$ cat config.mk
export PLATFORM = sky130hd
export DESIGN_NAME = est_cell
export DESIGN_NICKNAME = d
export VERILOG_FILES = /design/src/rtl/est_pkg.sv /design/src/rtl/est_cell.sv
export SDC_FILE = /design/constraint.sdc
export NUM_CORES = 1
export LEC_CHECK = 0
export ABC_AREA = 1
export BUFFER_PORTS_ARGS = -buffer_cell sky130_fd_sc_hd__buf_2
export CORE_AREA = 4 4 351 353
export CTS_CLUSTER_SIZE = 25
export DETAILED_ROUTE_END_ITERATION = 10
export DIE_AREA = 0 0 355 357
export PLACE_DENSITY = 0.65
export SLEW_MARGIN = 10
export SYNTH_ARGS = -nofsm -noshare
export SYNTH_HDL_FRONTEND = slang
export SYNTH_SLANG_ARGS = --single-unit
$ cat constraint.sdc
create_clock -name clk -period 12.3 [get_ports clk]
set_input_delay 0.615 -clock clk [delete_from_list [all_inputs] [get_ports clk]]
set_output_delay 0.615 -clock clk [all_outputs]
set_load 0.01 [all_outputs]
$ cat src/rtl/est_pkg.sv
// types, constants and the arctangent table of the euler scale transform
// no dependencies; imported by every datapath module of the block
`default_nettype none

package est_pkg;

  // datapath width of the cordic lanes (q.30 plus headroom)
  localparam int unsigned LW = 34;
  localparam int unsigned AW = 30;
  localparam int unsigned NUM_STEPS = 30;

  localparam logic signed [35:0] Q30_PI      = 36'sd3373259426;
  localparam logic signed [35:0] Q30_HALF_PI = 36'sd1686629713;
  localparam logic signed [35:0] Q30_TWO_PI  = 36'sd6746518852;
  localparam logic signed [LW-1:0] CORDIC_GAIN = 34'sd652032874;

  localparam logic [AW-1:0] ATAN_Q30 [0:NUM_STEPS-1] = '{
    30'h3243F6A8, 30'h1DAC6705, 30'h0FADBAFC, 30'h07F56EA6, 30'h03FEAB76, 30'h01FFD55B,
    30'h00FFFAAA, 30'h007FFF55, 30'h003FFFEA, 30'h001FFFFD, 30'h000FFFFF, 30'h0007FFFF,
    30'h0003FFFF, 30'h0001FFFF, 30'h0000FFFF, 30'h00007FFF, 30'h00003FFF, 30'h00001FFF,
    30'h00000FFF, 30'h000007FF, 30'h000003FF, 30'h000001FF, 30'h000000FF, 30'h0000007F,
    30'h0000003F, 30'h0000001F, 30'h0000000F, 30'h00000008, 30'h00000004, 30'h00000002
  };

  // lane index: 0 angle about y, 1 angle about x, 2 angle about z
  localparam int unsigned LANE_Y = 0;
  localparam int unsigned LANE_X = 1;
  localparam int unsigned LANE_Z = 2;

  typedef struct packed {
    logic signed [LW-1:0] x;
    logic signed [LW-1:0] y;
    logic signed [LW-1:0] z;
    logic                 neg;
  } lane_t;

  typedef struct packed {
    logic signed [31:0] px;
    logic signed [31:0] py;
    logic signed [31:0] pz;
    logic signed [15:0] sx;
    logic signed [15:0] sy;
    logic signed [15:0] sz;
  } side_t;

  typedef struct packed {
    lane_t [2:0] lane;
    side_t       side;
  } cdata_t;

  typedef struct packed {
    logic signed [31:0] r00;
    logic signed [31:0] r01;
    logic signed [31:0] r02;
    logic signed [31:0] r10;
    logic signed [31:0] r11;
    logic signed [31:0] r12;
    logic signed [31:0] r20;
    logic signed [31:0] r21;
    logic signed [31:0] r22;
    logic signed [31:0] tx;
    logic signed [31:0] ty;
    logic signed [31:0] tz;
  } res_t;

endpackage

`default_nettype wire

$ cat src/rtl/est_cell.sv
// one cordic rotation step for all three angles, registered
// depends on est_pkg
`default_nettype none

module est_cell #(
  parameter int unsigned STEP = 0
) (
  input  logic            clk,
  input  logic            rst_n,
  input  logic            in_valid,
  output logic            in_ready,
  input  est_pkg::cdata_t din,
  output logic            out_valid,
  input  logic            out_ready,
  output est_pkg::cdata_t dout
);
  import est_pkg::*;

  localparam logic signed [LW-1:0] ATAN = $signed({{(LW-AW){1'b0}}, ATAN_Q30[STEP]});

  logic   valid_r, valid_nxt;
  cdata_t data_r, data_nxt;

  assign in_ready  = !valid_r || out_ready;
  assign valid_nxt = in_ready ? in_valid : valid_r;

  always_comb begin
    logic signed [LW-1:0] x;
    logic signed [LW-1:0] y;
    logic signed [LW-1:0] z;
    data_nxt = din;
    for (int l = 0; l < 3; l++) begin
      x = din.lane[l].x;
      y = din.lane[l].y;
      z = din.lane[l].z;
      if (!z[LW-1]) begin
        data_nxt.lane[l].x = x - (y >>> STEP);
        data_nxt.lane[l].y = y + (x >>> STEP);
        data_nxt.lane[l].z = z - ATAN;
      end else begin
        data_nxt.lane[l].x = x + (y >>> STEP);
        data_nxt.lane[l].y = y - (x >>> STEP);
        data_nxt.lane[l].z = z + ATAN;
      end
    end
  end

  always_ff @(posedge clk) begin
    if (!rst_n) valid_r <= 1'b0;
    else        valid_r <= valid_nxt;
  end

  always_ff @(posedge clk) begin
    if (in_ready) data_r <= data_nxt;
  end

  assign out_valid = valid_r;
  assign dout      = data_r;

endmodule

`default_nettype wire

==> run metrics <==
status finished clean; internal power about 3.5 mW; Crit path top cell by count buf_4; number of synthesized flops with an enable pin 450; Initial Util 33.3%; Mapped Nets 6,360; Net Sw Power 2.17 mW; cts repair resizes 0; Post-synth top flop edfxtp_1; initial antenna violation count 29; worst slack, placed between 8 and 9 ns; HPWL after DPL 150,000 um; first-pass GRT wire length 252,000 um; worst-case clock buffer depth 3; Layout Nets 7,208; RSZ-0062 raised after global routing no; final setup margin 8.47 ns; Post-CTS Setup Repair Bufs 0; GRT met1 Usage 33.9%; CTS tree done; Tot Pwr about 5.7 mW; yosys warns 0; wire per inst 22.0 um; Synth async-reset ratio 0%; CTS buffer count 53; Leak Pwr 23.6 nW; Row Count about 130; final hold violations 0; Req. time, crit path 12.56 ns; share of power burned in registers a little over a third; pin count of the biggest net entering global routing 83; Crit path largest cell delay 0.79 ns; PortBufs roughly 900; clock sinks between 400 and 500; GR Util All Layers 26.4%; Worst Path Arrival 4.08 ns; H-tree depth 2; Sw Ratio roughly two fifths; met2 usage between 40% and 50%; crit-path cells nand2_4 > buf_4 > buf_4 > buf_4; Slew Viols, Final 0; Core Area 120,000 um2; final wirelength 177,000 um; Initial DRC Count 3,882; Clock Skews 0.0300 ns; DRC Markers 0; Clock Pin Slew Worst Setup and Hold Paths approximately 0.060 ns; Layout area overhead 19.2%; Max FO, Critical Path 72; Peak Freq ~0.26 GHz; cell count after synthesis around 5,500; Top Usage Layer GRT met2; worst hold path class input pin to flip-flop; I/O pins roughly 910; Hold Buf Count CTS 0; post-synth cell types 50; number of synthesized register bits 451; Placer Congestion 1.00; Seq/Total Area, Yosys 33.9%; layout cells sized above 1 17.0%; Final Critical Period 3.83 ns; routed via count 41,560; die area around 130,000 um2; GRT Residual Overflow 0; Clock Latency Late Sink 0.66 ns; GR Util met3 5.25%; max_slew headroom 32.3%; actual slew at the worst max-slew pin between 1 and 1.5 ns; Peak supply drop a little over 100 uV; setup TNS 0 ns; DRT Pass-1 Iters 6; Antenna Nets Post-Route 0; Synth Area per Inst ~7.2 um2; Comb power frac 35.4%; Mapped Area 39,900 um2; Die Y between 300 and 400 um; Hold Slack ~0.12 ns; Slowest-stage cell, CP buf_4; post-DR vias/cell 5.19; Setup-failing EPs final 0; fin crit share 31.1%; CP endpoint kind flip-flop; # Max-Cap Violations 0; critical setup path kind flip-flop to flip-flop; Clk network pwr share 28.0%; CTS root buf clkbuf_16; startpoint types flip-flop; pwr dens ~120 nW/um2; chip width 355 um; vias in the first global route 39,559
critical path, delay by kind of cell (launching register included):
family / cells / cell delay [ns]
buffers and inverters: 3 / 2.22
DFF: 1 / 0.33
and+or+nand+nor: 1 / 0.70
layout by cell type, fill, tap and decap left out, drive strengths merged, types with 131 or more instances in the layout:
cell,instances
buf,924
nand3,491
ha,384
nor2,520
inv,728
a21oi,501
nand2,1448
o21ai,351
edfxtp,450
xor2,131
flip-flops by register name, indices dropped and copies added, names as in the netlist:
name	count
dout	450
out_valid	1
power groups by stage:
stage / Combinational [mW] / Sequential (mW) / Clock, mW
2_1_floorplan: 1.03 / 2.21 / 0
3_3_place_gp: 1.97 / 2.10 / 0
3_5_place_dp: 1.98 / 2.10 / 0
4_1_cts: 1.99 / 2.08 / 1.63
5_1_grt: 2.19 / 2.09 / 1.69
6_report: 2.01 / 2.07 / 1.59
final timing paths:
path	cells after the start	to	start	slack, ns
min	1	dout[40]$_DFFE_PP_	din[40]	0.12
min reg2reg	1	dout[64]$_DFFE_PP_	out_valid$_SDFFE_PN0P_	1.24
max reg2reg	4	dout[421]$_DFFE_PP_	out_valid$_SDFFE_PN0P_	8.47
max	4	dout[421]$_DFFE_PP_	out_valid$_SDFFE_PN0P_	8.47
synth_stat cells, types with 3 or more instances:
cell type,instances,share of area (%)
nand3b_1,3,0.056
o22ai_1,14,0.22
nor3_2,8,0.20
or2_1,4,0.063
a21oi_1,498,6.2
o211ai_1,15,0.28
nor4_1,6,0.094
a21o_1,47,0.88
and2_1,5,0.078
buf_4,47,0.88
o21a_1,15,0.28
o21bai_1,44,0.83
nor2_1,504,4.7
nand3_1,489,6.1
buf_1,8,0.075
o31ai_1,15,0.28
nand2_2,12,0.19
xnor2_1,15,0.33
nor3_1,70,0.88
inv_1,703,6.6
a21boi_0,8,0.15
xor2_1,131,2.9
o21ai_2,6,0.13
clkbuf_1,25,0.24
o21ai_0,307,3.9
a21boi_1,3,0.056
mux2i_1,5,0.13
nand2_1,1436,14
buf_2,49,0.61
a21oi_2,3,0.066
and3_1,4,0.063
inv_2,22,0.21
nand4_1,44,0.69
nor4_2,4,0.13
or2_2,11,0.17
fa_1,12,0.60
edfxtp_1,450,34
o21ai_1,38,0.48
ha_1,384,12
nor2_2,15,0.24
a31oi_1,16,0.25
kinds of logic (layout without fill, tap and decap cells):
logic type      count (synthesis)  after routing  share of synthesized area [%]
simple gates                 2622           2622                           27.4
compound gates               1030           1030                           14.0
buf+inv                       857           1743                           8.69
flops                         451            451                           33.9
fa+ha+maj                     396            396                           12.6
xor+xnor                      146            146                           3.20
mux                             5              5                          0.125
other cells                     0              9                              0
through the flow:
step	util (%)	instances	cell area, um2
global route	39.7	8008	47600
detailed placement	38.3	7912	45800
floorplan	-	5507	39900
CTS	39.7	8005	47500
finish	39.7	8014	47600
global placement	38.3	7912	45800
routing by layer:
metal | vias to the layer above | part of all wire, %
met5 | - | 0.076
met4 | 20 | 4.2
met3 | 319 | 8.1
met2 | 1792 | 46
met1 | 19420 | 42
li1 | 20009 | -
cell type report:
type	instances	area (um2)
diodes	9	22.5
clock buffers	60	1350
clock inverters	33	355
fillers	12805	72200
inverters	726	2730
multi-input cells	4199	22900
flip-flops and latches	451	13500
well taps	1612	2020
repair buffers	924	4660
Power figures use the tool's default switching activity.
