$ cat src/rtl/est_pkg.sv
// types, constants and the arctangent table of the euler scale transform
// no dependencies; imported by every datapath module of the block
`default_nettype none

package est_pkg;

  // datapath width of the cordic lanes (q.30 plus headroom)
  localparam int unsigned LW = 34;
  localparam int unsigned AW = 30;
  localparam int unsigned NUM_STEPS = 30;

  localparam logic signed [35:0] Q30_PI      = 36'sd3373259426;
  localparam logic signed [35:0] Q30_HALF_PI = 36'sd1686629713;
  localparam logic signed [35:0] Q30_TWO_PI  = 36'sd6746518852;
  localparam logic signed [LW-1:0] CORDIC_GAIN = 34'sd652032874;

  localparam logic [AW-1:0] ATAN_Q30 [0:NUM_STEPS-1] = '{
    30'h3243F6A8, 30'h1DAC6705, 30'h0FADBAFC, 30'h07F56EA6, 30'h03FEAB76, 30'h01FFD55B,
    30'h00FFFAAA, 30'h007FFF55, 30'h003FFFEA, 30'h001FFFFD, 30'h000FFFFF, 30'h0007FFFF,
    30'h0003FFFF, 30'h0001FFFF, 30'h0000FFFF, 30'h00007FFF, 30'h00003FFF, 30'h00001FFF,
    30'h00000FFF, 30'h000007FF, 30'h000003FF, 30'h000001FF, 30'h000000FF, 30'h0000007F,
    30'h0000003F, 30'h0000001F, 30'h0000000F, 30'h00000008, 30'h00000004, 30'h00000002
  };

  // lane index: 0 angle about y, 1 angle about x, 2 angle about z
  localparam int unsigned LANE_Y = 0;
  localparam int unsigned LANE_X = 1;
  localparam int unsigned LANE_Z = 2;

  typedef struct packed {
    logic signed [LW-1:0] x;
    logic signed [LW-1:0] y;
    logic signed [LW-1:0] z;
    logic                 neg;
  } lane_t;

  typedef struct packed {
    logic signed [31:0] px;
    logic signed [31:0] py;
    logic signed [31:0] pz;
    logic signed [15:0] sx;
    logic signed [15:0] sy;
    logic signed [15:0] sz;
  } side_t;

  typedef struct packed {
    lane_t [2:0] lane;
    side_t       side;
  } cdata_t;

  typedef struct packed {
    logic signed [31:0] r00;
    logic signed [31:0] r01;
    logic signed [31:0] r02;
    logic signed [31:0] r10;
    logic signed [31:0] r11;
    logic signed [31:0] r12;
    logic signed [31:0] r20;
    logic signed [31:0] r21;
    logic signed [31:0] r22;
    logic signed [31:0] tx;
    logic signed [31:0] ty;
    logic signed [31:0] tz;
  } res_t;

endpackage

`default_nettype wire

$ cat src/rtl/est_prep.sv
// entry stage: angle wrap into [-pi, pi] and fold into [-pi/2, pi/2]
// depends on est_pkg
`default_nettype none

module est_prep (
  input  logic                clk,
  input  logic                rst_n,
  input  logic                in_valid,
  output logic                in_ready,
  input  logic signed [15:0]  ang_y,
  input  logic signed [15:0]  ang_x,
  input  logic signed [15:0]  ang_z,
  input  est_pkg::side_t      side,
  output logic                out_valid,
  input  logic                out_ready,
  output est_pkg::cdata_t     dout
);
  import est_pkg::*;

  logic   valid_r, valid_nxt;
  cdata_t data_r, data_nxt;
  logic signed [15:0] ang [3];

  function automatic lane_t prep_lane(input logic signed [15:0] a);
    logic signed [35:0] z0;
    logic signed [35:0] z1;
    logic signed [35:0] z2;
    lane_t              l;
    z0 = {{2{a[15]}}, a, 18'b0};
    if (z0 > Q30_PI)       z1 = z0 - Q30_TWO_PI;
    else if (z0 < -Q30_PI) z1 = z0 + Q30_TWO_PI;
    else                   z1 = z0;
    l.neg = 1'b1;
    if (z1 > Q30_HALF_PI)       z2 = z1 - Q30_PI;
    else if (z1 < -Q30_HALF_PI) z2 = z1 + Q30_PI;
    else begin
      z2    = z1;
      l.neg = 1'b0;
    end
    l.x = CORDIC_GAIN;
    l.y = '0;
    l.z = z2[LW-1:0];
    return l;
  endfunction

  assign ang[LANE_Y] = ang_y;
  assign ang[LANE_X] = ang_x;
  assign ang[LANE_Z] = ang_z;

  assign in_ready  = !valid_r || out_ready;
  assign valid_nxt = in_ready ? in_valid : valid_r;

  always_comb begin
    data_nxt.side = side;
    for (int l = 0; l < 3; l++) begin
      data_nxt.lane[l] = prep_lane(ang[l]);
    end
  end

  always_ff @(posedge clk) begin
    if (!rst_n) valid_r <= 1'b0;
    else        valid_r <= valid_nxt;
  end

  always_ff @(posedge clk) begin
    if (in_ready) data_r <= data_nxt;
  end

  assign out_valid = valid_r;
  assign dout      = data_r;

endmodule

`default_nettype wire

$ cat config.mk
export PLATFORM = sky130hd
export DESIGN_NAME = est_prep
export DESIGN_NICKNAME = d
export VERILOG_FILES = /design/src/rtl/est_pkg.sv /design/src/rtl/est_prep.sv
export SDC_FILE = /design/constraint.sdc
export NUM_CORES = 1
export LEC_CHECK = 0
export ABC_AREA = 1
export BUFFER_PORTS_ARGS = -buffer_cell sky130_fd_sc_hd__buf_2
export CORE_AREA = 2 2 254 256
export DETAILED_ROUTE_END_ITERATION = 12
export DIE_AREA = 0 0 256 258
export HOLD_SLACK_MARGIN = 0.15
export PLACE_DENSITY_LB_ADDON = 0.12
export SLEW_MARGIN = 10
export SYNTH_ARGS = -nofsm -noshare
export SYNTH_HDL_FRONTEND = slang
export SYNTH_SLANG_ARGS = --single-unit
export TNS_END_PERCENT = 100
$ cat constraint.sdc
create_clock -name clk -period 12.2 [get_ports clk]
set_clock_uncertainty 0.1 [all_clocks]
set_input_delay 1.83 -clock clk [delete_from_list [all_inputs] [get_ports clk]]
set_output_delay 1.83 -clock clk [all_outputs]
set_load 0.01 [all_outputs]
==> metrics, run 1 <==
Comb pwr share 27.0%; slew at the pin closest to its max-slew limit approximately 0.95 ns; Distinct cells, synth 44; die area approximately 66000 µm²; HPWL after detailed placement between 40 and 50 mm; number of antenna violations at the first check in global routing 12; library cell appearing most often on the critical path nand2_1; part of the power in the clock network around 33%; fin nets ~2500; non-filler instance count after layout 3220; 1st-pass router iterations 7; Min Clock Period, post-route roughly 5.2 ns; relative contribution of sequential cells to total power 40.5%; first-pass GRT wire length approximately 76 mm; Hold/Removal Path Class reg2reg; depth of the CTS H-tree 1; mean cell area of the mapped netlist roughly 7.9 µm²; critical path class in2reg; clock transition time at the flip-flop clock pins of the worst setup and hold paths ~0.07 ns; cells along the critical path buf_2 -> inv_2 -> nand3_1 -> nor2_1 -> nand2_1 -> nand2_2 -> nand2_2 -> inv_2 -> nand2_1 -> nand2_1 -> nand3b_1 -> nand3_4 -> inv_1 -> nand2_1 -> nand3_1; Core Area approximately 64000 µm²; Worst Setup End Kind register; worst hold slack between 1 and 1.5 ns; final worst-path setup slack around 7.0 ns; overall power consumption between 2 and 2.5 mW; number of global-route vias before repair between 10000 and 15000; largest buffer count on any clock path 3; Initial DRC Count 890; Worst setup SP type primary input; number of I/O port buffers ~440; clock latency reported for the late side of the worst-skew pair about 0.55 ns; maximum vdd ir drop around 0.075 mV; largest net degree at the start of global routing between 70 and 80; Max-cap violations 0; Std-Cell Rows 93; total via count in the routed design around 14000; area of combinational cells with multiple inputs about 6800 µm²; synthesized cell area around 15000 µm²; worst-case setup slack after placement 6.37 ns; register area approximately 6700 µm²; synthesis-to-layout area growth 18.3%; finished layout cell area ~18000 µm²; outcome finished clean; total of flip-flops plus latches after synthesis around 220; cells after synthesis 1941; setup repair after global routing missed its margin false; leftover overflow at the end of global routing 0; final setup fails 0; starting density of the core 24.2%; power per unit of standard cell area between 100 and 150 nW/µm²; Total Routed Length roughly 51 mm; average wire length per cell after detail routing 15.9 µm; Via-to-Cell Ratio 4.20; Resized cells post-CTS 0; Post-DP Area between 15000 and 20000 µm²; fillers 6967; Synth warnings 0; number of sinks driven by the clock tree about 220; flip-flop cell with the highest count after synthesis edfxtp_1; master of the slowest instance on the critical path nand3b_1; portion of the post-synthesis area used by sequential elements between 40% and 50%; worst path buffer plus inverter count 4; Max stage delay on crit path approximately 0.65 ns; number of flops mapped to enable cells by yosys 222; io pins 651; internal power approximately 1.6 mW; proportion of total power due to net switching 33.9%; max-slew violation count 0; count of placed standard cells including taps between 3000 and 4000; Max-Slew Margin vs Limit 36.6%; final total negative setup slack 0 ns; Fin. Hold Viols 0; clock root buffer clkbuf_16; f_max about 0.19 GHz; static leakage about 9.3 nW; Horiz. Die Dim roughly 260 µm; number of clock buffers inserted by TritonCTS 27; cell class contributing the biggest share of worst-path delay simple AND/OR/NAND/NOR gates; number of nets still failing antenna checks after routing 0; critical path required time approximately 12 ns; share of cells above drive strength 1 25.6%; total global routing track utilization 14.7%; reported net switching power just over 800 µW; clock tree from TritonCTS done; crit share post-route a little over two fifths; number of remaining DRC errors 0; Die Ht between 200 and 300 µm; post-CTS setup-driven buffer insertion count 0; RePlAce Congestion about 0.86; signal arrival time at the worst endpoint about 5.4 ns; asr flop ratio synth 0%; CTS Hold Buffers Added 0; utilization after layout 28.7%; largest fanout on the critical path 20
-- Yosys cell counts (all sizes together) (2+ instances only) --
| cell | instances | area [µm²] |
|---|---|---|
| a21oi | 26 | 179 |
| a31oi | 4 | 25.0 |
| and2 | 2 | 12.5 |
| buf | 278 | 2120 |
| clkbuf | 2 | 7.51 |
| conb | 2 | 7.51 |
| edfxtp | 222 | 6670 |
| ha | 12 | 150 |
| inv | 142 | 541 |
| nand2 | 762 | 3060 |
| nand3 | 206 | 1090 |
| nand3b | 11 | 82.6 |
| nand4 | 46 | 288 |
| nor2 | 128 | 518 |
| nor3 | 9 | 50.1 |
| o21ai | 43 | 241 |
| or2 | 5 | 31.3 |
| xnor2 | 4 | 35.0 |
| xor2 | 30 | 263 |
-- layout by cell type, fill, tap and decap left out, drive strengths merged, types with 2 or more instances in the layout --
master / netlist / final
xnor2: 4 / 4
o21ai: 43 / 43
clkbuf: 2 / 35
nand3: 206 / 206
xor2: 30 / 30
clkinv: 1 / 8
a21oi: 26 / 26
inv: 142 / 146
diode: 0 / 3
nand2: 762 / 762
and2: 2 / 2
edfxtp: 222 / 222
ha: 12 / 12
nor3: 9 / 9
clkinvlp: 0 / 2
nand3b: 11 / 11
conb: 2 / 207
bufinv: 0 / 2
or2: 5 / 5
a31oi: 4 / 4
nor2: 128 / 128
nand4: 46 / 46
buf: 278 / 446
-- layout make-up --
type / count / share of cell area [%]
multi-input combinational: 1500 / 37.5
sequential: 223 / 36.6
timing repair buffer: 446 / 12.3
tap: 855 / 5.86
clock buffer: 35 / 3.87
inverter: 143 / 2.98
clock inverter: 15 / 0.830
antenna: 3 / 0.0411
-- power by group through the flow --
stage / Clock (mW) / Sequential, mW / Combinational [mW]
final: 0.794 / 0.992 / 0.661
after global routing: 0.858 / 1.00 / 0.740
after CTS: 0.834 / 0.996 / 0.670
after detailed placement: 0 / 1.01 / 0.668
after global placement: 0 / 1.01 / 0.670
after floorplan: 0 / 1.06 / 0.439
-- cells by family (layout without fill, tap and decap cells) --
group	count (synthesis)	after routing	synth area share [%]
AOI/OAI and AO/OA	77	77	3.09
and+or+nand+nor	1170	1170	33.3
other	2	210	0.0487
xor gates and xnor gates	34	34	1.93
DFF	223	223	43.3
adders and majority gates	12	12	0.973
buffers and inverters	423	639	17.3
-- worst reg2reg max path, delay by kind of cell, from the launching register on --
family	cells	cell delay [ns]
buf+inv	2	1.54
flops	1	0.35
simple gates	1	0.61
-- worst paths after layout --
path                            startpoint        end  slack [ns]  cells past startpoint
worst max register to register   out_valid  dout[165]        9.18                      3
worst min-delay path             out_valid   dout[80]        1.13                      1
worst min register to register   out_valid   dout[80]        1.13                      1
worst max-delay path             ang_x[15]  dout[277]        6.99                     15
-- state kept, by name, indices dropped and copies added (netlist names) --
name,cells
out_valid,1
dout,222
-- per-layer routing --
| metal | share of wire [%] | wire (µm) | global-route usage (%) |
|---|---|---|---|
| met4 | 2.1 | 1060 | 3.91 |
| met3 | 6.0 | 3110 | 2.22 |
| met5 | 0.051 | 26 | 0 |
| met2 | 49 | 25000 | 25.5 |
| met1 | 43 | 22200 | 18.9 |
Note: power is estimated with default switching activity, not from simulation.
==> run 2, diff against run 1 <==
- CORE_AREA: 2 2 254 256 -> 2 2 252 254
- DIE_AREA: 0 0 256 258 -> 0 0 254 256
- clock period: 12.2 -> 4.3 ns (I/O delays scaled with it)
==> metrics, run 2 (synthesis results as in run 1) <==
outcome finished clean; average wire length per cell after detail routing 15.5 µm (-2.8%); clock tree from TritonCTS done; fillers 6795 (-2.5%); post-CTS setup-driven buffer insertion count 0 (unchanged); number of I/O port buffers 443 (unchanged); maximum vdd ir drop 0.216 mV (+190%); Ant. Diodes 0 (-3); HPWL after detailed placement 40.7 mm (+0.39%); cell class contributing the biggest share of worst-path delay simple AND/OR/NAND/NOR gates; largest fanout on the critical path 17 (-15%); r2r worst-path depth 2 (-1); WHS Path Cells 1 (unchanged); max-slew violation count 0 (unchanged); Initial DRC Count 782 (-12%); Total Routed Length 52.2 mm (+1.6%); critical path class in2reg; library cell appearing most often on the critical path nand2_1; share of cells above drive strength 1 24.7% (-0.90 points); Horiz. Die Dim 254 µm (-0.78%); static leakage 9.94 nW (+7.3%); largest net degree at the start of global routing 93 (+29%); Worst setup SP type primary input; Resized cells post-CTS 0 (unchanged); signal arrival time at the worst endpoint 3.46 ns (-1.96 ns); clock root buffer clkbuf_16; starting density of the core 24.7% (+0.49 points); first-pass GRT wire length 77.6 mm (+1.8%); total global routing track utilization 15.1% (+0.41 points); number of global-route vias before repair 13000 (+4.6%); number of antenna violations at the first check in global routing 6 (-6); overall power consumption 7.09 mW (+190%); total via count in the routed design 14100 (+4.4%); clock transition time at the flip-flop clock pins of the worst setup and hold paths 0.05 ns (-0.02 ns); largest buffer count on any clock path 3 (unchanged); slew at the pin closest to its max-slew limit 0.791 ns (-0.160 ns); final total negative setup slack 0 ns (unchanged); Die Ht 256 µm (-0.78%); f_max 0.308 GHz; die area 65000 µm² (-1.6%); Core Area 62400 µm² (-2.0%); final setup fails 0 (unchanged); io pins 651 (unchanged); number of nets still failing antenna checks after routing 0 (unchanged); worst path buffer plus inverter count 3 (-1); area of combinational cells with multiple inputs 6860 µm² (+0.13%); top library cells by usage in the layout, fill and taps aside 703 x nand2_1, 443 x buf_2, 222 x edfxtp_1, 207 x conb_1, 198 x nand3_1; cells along the critical path buf_2 -> inv_1 -> ha_1 -> nor2_1 -> nand2_1 -> nand2_1 -> nand2_2 -> nand3_4 -> inv_4 -> nand2_1 -> nand3_1 -> nand2_1 -> nand2_1 -> nand2_1 -> nand3_1 -> nand2_2 -> a21oi_1 -> nand3_1 -> nand2_1 -> nand2_1; number of remaining DRC errors 0 (unchanged); Std-Cell Rows 92 (-1.1%); register area 6690 µm² (unchanged); non-filler instance count after layout 3367 (+4.6%); Hold/Removal Path Class in2reg; number of sinks driven by the clock tree 223 (unchanged); leftover overflow at the end of global routing 0 (unchanged); fin nets 2708 (+6.2%); max FFs per register 222 (unchanged); total number of cells along the worst setup path 20 (+5); setup repair after global routing missed its margin false; clock latency reported for the late side of the worst-skew pair 0.56 ns (about the same); Via-to-Cell Ratio 4.19 (-0.17%); power per unit of standard cell area 358 nW/µm² (+170%); Max-Slew Margin vs Limit 47.3% (+11 points); RePlAce Congestion 0.837 (-2.9%); number of clock buffers inserted by TritonCTS 27 (unchanged); master of the slowest instance on the critical path a21oi_1; depth of the CTS H-tree 1 (unchanged); leading cell type in the layout, fill and taps excluded nand2_1; Min Clock Period, post-route 3.25 ns; count of placed standard cells including taps 3176 (+0.28%); Fin. Hold Viols 0 (unchanged); synthesis-to-layout area growth 28.5%; crit share post-route about 76%; Worst Setup End Kind register; Max stage delay on crit path 0.50 ns (-0.15 ns); 1st-pass router iterations 5 (-2); Max-cap violations 0 (unchanged); critical path required time 4.51 ns (-7.90 ns)
-- run 2: cell types whose count changed in the layout (fill, tap and decap cells not counted), sizes merged --
cell         change
clkbuf           +4
dlygate4sd3    +141
buf             +18
clkinv           -3
bufinv           -1
diode            -3
-- run 2: timing repair --
item	CTS	global route
endpoints found under the setup margin	0	0
hold buffers	141	0
hold endpoints to repair	141	0
-- run 2: report_power, final --
group	internal, mW	switching [mW]
clock network	1.27	0.974
logic	0.698	1.33
registers	2.71	0.105
-- run 2: final cells by class --
type	instances	area share, %
clock buffer	39	3.74
clock inverter	11	0.568
inverter	143	2.75
multi-input combinational	1500	34.6
sequential	223	33.7
tap	846	5.34
timing repair buffer	605	19.3
-- run 2: per-stage QoR --
step	setup WS [ns]	util (%)	hold WS (ns)	cell area (µm²)
6_report	1.05	31.8	0.204	19800
2_1_floorplan	0.209	-	0.644	16200
4_1_cts	1.03	31.8	0.163	19800
5_1_grt	0.715	31.8	0.185	19800
3_5_place_dp	0.425	28.1	0.723	17600
3_3_place_gp	0.445	28.1	0.722	17600
-- run 2: path summary, 6_finish.rpt --
path                   from   endpoint  slack [ns]
setup / recovery   ang_y[0]  dout[178]        1.05
hold / removal     side[89]   dout[89]        0.20
setup reg to reg  out_valid   dout[99]        2.29
hold reg to reg   out_valid  out_valid        1.04
-- run 2: worst register-to-register path: stages, from the launching register on --
cell,delay (ns)
dfxtp_1,0.36
nand2_8,0.54
buf_4,0.62
-- run 2: per-layer routing --
metal	part of all wire [%]	vias up	global-route usage (%)	wire [µm]
met5	0.052	-	0	27
met4	2.1	4	3.73	1110
met3	6.8	65	2.07	3540
met2	47	592	25.9	24600
met1	44	6448	19.8	22900
li1	-	7015	-	-
==> run 3, diff against run 2 <==
- CORE_AREA: 2 2 252 254 -> 2 2 256 258
- DIE_AREA: 0 0 254 256 -> 0 0 258 260
- clock period: 4.3 -> 3.1 ns (I/O delays scaled with it)
==> metrics, run 3 (synthesis results as in run 1) <==
slew at the pin closest to its max-slew limit 0.630 ns (-0.161 ns); synthesis-to-layout area growth 38.8%; Total Routed Length 52.6 mm (+0.81%); number of I/O port buffers 443 (unchanged); number of sinks driven by the clock tree 223 (unchanged); f_max between 0.3 and 0.4 GHz; Core Area 64100 µm² (+2.8%); max FFs per register 222 (unchanged); max-slew violation count 0 (unchanged); first-pass GRT wire length 78.7 mm (+1.5%); worst path buffer plus inverter count 5 (+2); leftover overflow at the end of global routing 0 (unchanged); clock transition time at the flip-flop clock pins of the worst setup and hold paths 0.07 ns (+0.02 ns); io pins 651 (unchanged); library cell appearing most often on the critical path nand2_1; count of placed standard cells including taps 3380 (+6.4%); fillers 6826 (+0.46%); Die Ht 260 µm (+1.6%); Resized cells post-CTS 0 (unchanged); outcome finished clean; depth of the CTS H-tree 1 (unchanged); maximum vdd ir drop 0.248 mV (+15%); clock latency reported for the late side of the worst-skew pair 0.55 ns (about the same); signal arrival time at the worst endpoint 2.92 ns (-0.54 ns); power per unit of standard cell area 472 nW/µm² (+32%); total via count in the routed design 14600 (+3.3%); clock tree from TritonCTS done; Ant. Diodes 0 (unchanged); fin nets 2907 (+7.3%); register area 6690 µm² (unchanged); 1st-pass router iterations 5 (unchanged); total global routing track utilization 14.7% (-0.37 points); largest net degree at the start of global routing 76 (-18%); critical path required time 3.43 ns (-1.08 ns); number of clock buffers inserted by TritonCTS 26 (-3.7%); Hold/Removal Path Class in2reg; number of nets still failing antenna checks after routing 0 (unchanged); Max-cap violations 0 (unchanged); largest buffer count on any clock path 3 (unchanged); static leakage 10.9 nW (+9.9%); met2 routing resource usage after global routing 26.3% (+0.39 points); Via-to-Cell Ratio 4.08 (-2.7%); RePlAce Congestion 0.821 (-1.9%); Fin. Hold Viols 0 (unchanged); clock root buffer clkbuf_16; Max stage delay on crit path 0.28 ns (-0.22 ns); starting density of the core 24.1% (-0.67 points); Max-Slew Margin vs Limit 58.0% (+11 points); top library cells by usage in the layout, fill and taps aside 703 x nand2_1, 443 x buf_2, 222 x edfxtp_1, 207 x conb_1, 206 x buf_4; Worst Setup End Kind register; met1 Resource Use GR 18.7% (-1.2 points); number of remaining DRC errors 0 (unchanged); master of the slowest instance on the critical path a21oi_4; Horiz. Die Dim 258 µm (+1.6%); average wire length per cell after detail routing 14.7 µm (-5.0%); busiest layer in global routing met2; die area 67100 µm² (+3.2%); number of antenna violations at the first check in global routing 5 (-1); Min Clock Period, post-route between 2 and 3 ns; final setup fails 0 (unchanged); post-CTS setup-driven buffer insertion count 0 (unchanged); utilization after layout 33.4% (+1.6 points); area of combinational cells with multiple inputs 6860 µm² (unchanged); non-filler instance count after layout 3574 (+6.1%); HPWL after detailed placement 42.0 mm (+3.1%); cells along the critical path buf_2 -> inv_1 -> ha_1 -> nor2_1 -> nand2_1 -> nand2_1 -> nand2_2 -> nand3_2 -> inv_2 -> nand2_1 -> nand2_1 -> nand2_1 -> nand2_1 -> buf_4 -> a21oi_1 -> nand2_1 -> nand2_2 -> a21oi_4 -> buf_4 -> nand3_2 -> nand2_1; largest fanout on the critical path 13 (-4); Std-Cell Rows 93 (+1.1%); Worst setup SP type primary input; critical path class in2reg; number of global-route vias before repair 13900 (+6.7%); Initial DRC Count 720 (-7.9%); crit share post-route a little over four fifths; leading cell type in the layout, fill and taps excluded nand2_1; setup repair after global routing missed its margin false; met3 layer usage reported by global route 2.07% (-0.0084 points); cell class contributing the biggest share of worst-path delay simple AND/OR/NAND/NOR gates; share of cells above drive strength 1 30.1% (+5.4 points)
run 3: changes by cell type in the layout (fill, tap and decap cells not counted), sizes merged:
cell	before	now
buf	464	659
clkinv	5	11
dlygate4sd3	141	146
bufinv	1	2
clkbuf	39	30
run 3: per-layer routing:
metal  share of wire, %  wire, µm
met1                 43     22800
met4                1.9      1020
met3                6.0      3170
met2                 49     25600
met5              0.067        35
run 3: metrics by stage:
stage	hold WS, ns	TNS (ns)	worst slack, ns	instance area [µm²]	total power [mW]
after floorplan	0.464	0	0.289	16200	5.86
after global placement	0.541	-2.03	-0.122	19100	7.01
after detailed placement	0.543	-2.23	-0.132	19100	7.01
after CTS	0.167	0	0.473	21400	10.3
after global routing	0.207	0	0.229	21400	10.7
final	0.202	0	0.510	21400	10.1
run 3: worst min-delay path, stage by stage:
cell and delay (ns):
buf_2 0.11, nand2_1 0.05, nand3_1 0.07, nand2_1 0.06
run 3: where the power goes:
| group | switching, mW | total [mW] | internal [mW] |
|---|---|---|---|
| Sequential | 0.136 | 3.90 | 3.76 |
| Combinational | 1.90 | 3.16 | 1.26 |
| Clock | 1.32 | 3.05 | 1.72 |
| Total | 3.35 | 10.1 | 6.75 |
run 3: worst paths after layout:
kind	cells after the start	to	slack, ns	startpoint
min reg2reg	1	dout[66]	1.00	out_valid
min	4	dout[163]	0.20	ang_y[0]
max reg2reg	3	out_valid	1.29	out_valid
max	21	dout[375]	0.51	ang_z[0]
run 3: layout make-up:
| cell class | count | area share [%] |
|---|---|---|
| inverter | 143 | 2.54 |
| clock buffer | 30 | 3.11 |
| tap | 855 | 5.00 |
| clock inverter | 18 | 0.783 |
| multi-input combinational | 1500 | 32.0 |
| sequential | 223 | 31.2 |
| timing repair buffer | 805 | 25.3 |
run 3: timing repair:
item	in CTS	in global routing
endpoints found under the setup margin	0	0
endpoints found under the hold margin	145	0
hold buffers	146	0
